### config.mk
export PLATFORM = sky130hd
export DESIGN_NAME = cpp_queue
export DESIGN_NICKNAME = d
export VERILOG_FILES = /design/src/cpp_pkg.sv /design/src/cpp_queue.sv
export SDC_FILE = /design/constraint.sdc
export NUM_CORES = 1
export LEC_CHECK = 0
export BUFFER_PORTS_ARGS = -buffer_cell sky130_fd_sc_hd__clkbuf_2
export CAP_MARGIN = 0
export CORE_ASPECT_RATIO = 1.75
export CORE_MARGIN = 2
export CORE_UTILIZATION = 45
export DETAILED_ROUTE_END_ITERATION = 16
export GPL_ROUTABILITY_DRIVEN = 0
export PLACE_DENSITY = 0.76
export SYNTH_ARGS = -nofsm -noshare
export SYNTH_HDL_FRONTEND = slang
export SYNTH_SLANG_ARGS = --single-unit
### constraint.sdc
create_clock -name clk -period 5.86 [get_ports clk]
set_clock_uncertainty 0.1 [all_clocks]
set_input_delay 1.172 -clock clk [delete_from_list [all_inputs] [get_ports clk]]
set_output_delay 1.172 -clock clk [all_outputs]
set_load 0.02 [all_outputs]
### src/cpp_pkg.sv
package cpp_pkg;

    localparam int COORD_W     = 56;
    localparam int PROD_W      = 53;
    localparam int NORM_FRAC   = 24;
    localparam int K_FRAC      = 28;
    localparam int QUOT_W      = 31;
    localparam int REM_W       = 88;
    localparam int QUEUE_DEPTH = 4;

    localparam logic [31:0] FOCAL_RESET = 32'h0001_0000;
    localparam logic [62:0] ROT0_RESET  = 63'h0000_0000_0008_0000;
    localparam logic [62:0] ROT1_RESET  = 63'h0000_0100_0000_0000;
    localparam logic [62:0] ROT2_RESET  = 63'h2000_0000_0000_0000;

    localparam logic [1:0] STATUS_OK         = 2'd0;
    localparam logic [1:0] STATUS_ZERO_DEPTH = 2'd1;
    localparam logic [1:0] STATUS_SAT        = 2'd2;

    typedef enum logic [2:0] {
        REG_FOCAL,
        REG_DIST,
        REG_ROT0,
        REG_ROT1,
        REG_ROT2,
        REG_TRANS_XY,
        REG_TRANS_Z,
        REG_PRINCIPAL
    } cfg_reg_t;

    typedef struct packed {
        logic                      zero;
        logic signed [COORD_W-1:0] cx;
        logic signed [COORD_W-1:0] cy;
        logic signed [COORD_W-1:0] cz;
    } cam_item_t;

    typedef struct packed {
        logic              zero;
        logic              ovx;
        logic              ovy;
        logic              sx;
        logic              sy;
        logic [REM_W-1:0]  rx;
        logic [REM_W-1:0]  ry;
        logic [QUOT_W-1:0] qx;
        logic [QUOT_W-1:0] qy;
        logic [COORD_W-1:0] mb;
    } div_t;

    typedef struct packed {
        logic              flag;
        logic signed [31:0] val;
    } sat_t;

    function automatic sat_t sat32(input logic signed [63:0] v);
        sat_t res;
        res.flag = 1'b0;
        res.val  = v[31:0];
        if (v > 64'sh0000_0000_7FFF_FFFF)
        begin
            res.flag = 1'b1;
            res.val  = 32'sh7FFF_FFFF;
        end
        else if (v < -64'sh0000_0000_8000_0000)
        begin
            res.flag = 1'b1;
            res.val  = 32'sh8000_0000;
        end
        return res;
    endfunction

endpackage

### src/cpp_queue.sv
module cpp_queue #(
    parameter int DEPTH = cpp_pkg::QUEUE_DEPTH
) (
    input  logic               clk,
    input  logic               rst_n,
    input  logic               push,
    input  cpp_pkg::cam_item_t push_item,
    input  logic               pop,
    output logic               not_empty,
    output logic               space,
    output cpp_pkg::cam_item_t head
);

    localparam int PTR_W = (DEPTH > 1) ? $clog2(DEPTH) : 1;
    localparam int CNT_W = $clog2(DEPTH + 1);

    cpp_pkg::cam_item_t mem [DEPTH];
    logic [PTR_W-1:0] wr_ptr_reg, rd_ptr_reg;
    logic [CNT_W-1:0] count_reg;

    assign not_empty = (count_reg != '0);
    assign space     = (count_reg != CNT_W'(DEPTH)) || pop;
    assign head      = mem[rd_ptr_reg];

    always_ff @(posedge clk or negedge rst_n)
    begin
        if (!rst_n)
        begin
            wr_ptr_reg <= '0;
            rd_ptr_reg <= '0;
            count_reg  <= '0;
        end
        else
        begin
            if (push)
            begin
                wr_ptr_reg <= (wr_ptr_reg == PTR_W'(DEPTH - 1)) ? '0 : wr_ptr_reg + 1'b1;
            end
            if (pop)
            begin
                rd_ptr_reg <= (rd_ptr_reg == PTR_W'(DEPTH - 1)) ? '0 : rd_ptr_reg + 1'b1;
            end
            if (push && !pop)
            begin
                count_reg <= count_reg + 1'b1;
            end
            else if (pop && !push)
            begin
                count_reg <= count_reg - 1'b1;
            end
        end
    end

    always_ff @(posedge clk)
    begin
        if (push)
        begin
            mem[wr_ptr_reg] <= push_item;
        end
    end

endmodule

==> impl_results.md <==
- CTS Buffer Depth: 3
- Worst skew pair latency: 0.59 ns
- Pwr Density: 503 mW/mm^2
- Crit Path Category: reg2out
- Flop2flop setup slack: 3.36 ns
- First-pass GRT wire length: 73100 um
- Worst slew pin tran: 1.13 ns
- TritonCTS clock tree: yes
- Setup WS pre-CTS: 2.20 ns
- RR Startpoint: wr_ptr_reg[1]
- Final Setup Violations: 0
- Core region area: 0.0543 mm^2
- Nets: 1482
- YS warnings: 0
- Max IR drop VDD: 0.420 mV
- Die W: 181 um
- CTS Sinks: 683
- Fmax: 0.236 GHz
- Maxcap violations: 0
- Buf+Inv Stages, Crit Path: 2
- Post-Syn Area: 0.0248 mm^2
- Share of power burned in the clock network: 24.2%
- Largest cells by area after synthesis: edfxtp_1 82%, mux4_2 15%, dfrtp_1 0.71%
- Seq pwr share: 45.0%
- Final worst slack: 1.63 ns
- Setup Fix Bufs, Post-CTS: 0
- Synth cell types: 18
- GRT Overall Usage: 17.2%
- Startpoint Class: flip-flop
- Count leader, synth: edfxtp_1
- Drt wl/cell: 24.0 um
- # H-tree levels: 2
- Syn nets: 1101
- Number of buffers created by CTS: 57
- FF-to-FF End: mem[1][6]
- CP max FO: 51
- Top delay family on crit path: flip-flops
- Vias in the first global route: 11900
- Setup_tns: 0 ns
- I/O Buffers: 343
- Synthesized flop and latch total: 683
- Die Ht: 314 um
- Cell Chain, Critical Path: buf_12 -> mux4_2 -> clkbuf_2
- Commonest cells post-synth: 676 x edfxtp_1, 169 x mux4_2, 20 x buf_2
- Drt total wl: 48900 um
- Status: finished, final reports clean
- Yosys top cell area share: 82.0%
- Fin Hold WS: 0.313 ns
- Slowest cell on crit path: dfrtp_4
- Syn Area/Cell: 26.9 um^2
- Initial Utilization: 45.6%
- Die ar.: 0.0570 mm^2
- Root Driver: clkbuf_16
- TritonRoute pass-1 iters: 4
- CP Capture Type: primary output
- CP required: 4.59 ns
- RSZ-0062 raised after global routing: no
- Largest net degree at the start of global routing: 102
- Tcrit/Tclk final: 72.2%
- P&R area growth vs syn: 17.4%
- Synth async-reset ratio: 1.02%
- Ys flop type: edfxtp_1
- Max FFs per register: 676
- Max Slew Vio Count: 0
- P_sw: 4.68 mW
- Via/cell ratio: 5.41
- Vias: 11000
- Post-synthesis cell count: 921
- Hold violation count in the final report: 0
- Row cnt: 113
- Proportion of layout cells with a drive suffix above 1: 46.1%
- Arrival time at the worst endpoint: 2.96 ns
- Register area share after synthesis: 82.7%
- Grt ovf: 0
- Post-CTS Hold Fix Bufs: 0
- Clock-pin slew on the worst setup and hold paths: 0.07 ns
- Min Clock Period, post-route: 4.23 ns
- Initial antenna violation count: 10
- Hold WC Path Type: in2async
- First DRT Iteration DRCs: 700
- Post-synth EDFFs: 676
- Largest area contributor in the netlist: edfxtp_1
- Post-route cell area: 0.0291 mm^2
- Resized cells post-CTS: 0
- Pint: 9.96 mW
- Reg2reg path depth: 4
- Post-DRT Antenna Nets: 0
- Logic gate share of total power: 30.8%
- Io pins: 344
- P_leak: 9.85 nW
- Slew headroom: 24.4%
- Residual DRC count: 0
- CP max stage delay: 1.01 ns
- Fill cells: 4089
- Post-DP HPWL: 30500 um
- Dpl cell area: 0.0273 mm^2
- Sw Ratio: 32.0%
through the flow:
| step | util (%) | cells | total power [mW] |
|---|---|---|---|
| after floorplan | - | 921 | 9.88 |
| after global placement | 50.3 | 1933 | 11.2 |
| after detailed placement | 50.3 | 1933 | 11.3 |
| after CTS | 53.5 | 2036 | 14.9 |
| after global routing | 53.6 | 2041 | 15.3 |
| final | 53.6 | 2041 | 14.6 |
power groups by stage:
stage	combinational (mW)	sequential, mW	clock (mW)
2_1_floorplan	3.28	6.60	0
3_3_place_gp	4.57	6.64	0
3_5_place_dp	4.61	6.70	0
4_1_cts	4.63	6.61	3.63
5_1_grt	4.80	6.66	3.80
6_report	4.51	6.59	3.54
worst register-to-register path: stages (launching register included):
cell and delay (ns):
dfrtp_1 0.40, inv_1 0.11, ha_1 0.15, and2_4 0.79
buf_4 0.63
logic make-up after synthesis:
| logic type | count (synthesis) | synth area share [%] |
|---|---|---|
| simple gates | 12 | 0.237 |
| xor+xnor | 3 | 0.106 |
| buf+inv | 42 | 1.07 |
| mux | 172 | 15.5 |
| fa+ha+maj | 7 | 0.384 |
| flops | 683 | 82.7 |
| compound gates | 2 | 0.0404 |
worst max-delay path by stage:
| stage | depth (start not counted) | slack (ns) | startpoint | end |
|---|---|---|---|---|
| 5_1_grt | 3 | 1.41 | rd_ptr_reg[0] | head[22] |
| 2_1_floorplan | 1 | 0.19 | push | mem[0][0] |
| 4_1_cts | 3 | 1.49 | rd_ptr_reg[0] | head[22] |
| 6_report | 3 | 1.63 | rd_ptr_reg[0] | head[67] |
| 3_3_place_gp | 3 | 2.17 | rd_ptr_reg[0] | head[22] |
| 3_5_place_dp | 3 | 2.20 | rd_ptr_reg[0] | head[58] |
final cells by class:
cell class / instances / area [um^2] / share of cell area (%)
sequential: 683 / 20500 / 70.4
multi-input combinational: 196 / 4040 / 13.9
timing repair buffer: 360 / 1930 / 6.64
clock buffer: 70 / 1480 / 5.07
tap: 690 / 863 / 2.97
clock inverter: 33 / 255 / 0.878
inverter: 4 / 15.0 / 0.0516
antenna: 5 / 12.5 / 0.0430
cell usage in the layout, fill, tap and decap left out, types with 3 or more instances in the layout:
cell,Yosys,routed
ha_1,6,6
clkinv_4,0,4
mux4_2,169,169
clkbuf_1,7,13
edfxtp_1,676,676
clkinv_1,0,8
mux2_2,3,3
diode_2,0,5
dfrtp_1,7,5
clkbuf_2,0,343
and2_4,0,4
buf_12,0,7
buf_4,0,10
clkbuf_16,0,57
inv_1,4,4
clkinvlp_4,0,5
nor2_1,4,4
clkinv_2,0,11
metal layers:
layer | vias to the layer above | share of wire (%) | track usage, %
li1 | 4768 | - | -
met1 | 5766 | 35 | 19.8
met2 | 387 | 54 | 30.4
met3 | 102 | 7.2 | 4.53
met4 | 10 | 3.6 | 7.17
met5 | - | 0.12 | 0
No activity file was read; power rests on OpenSTA's default activity.
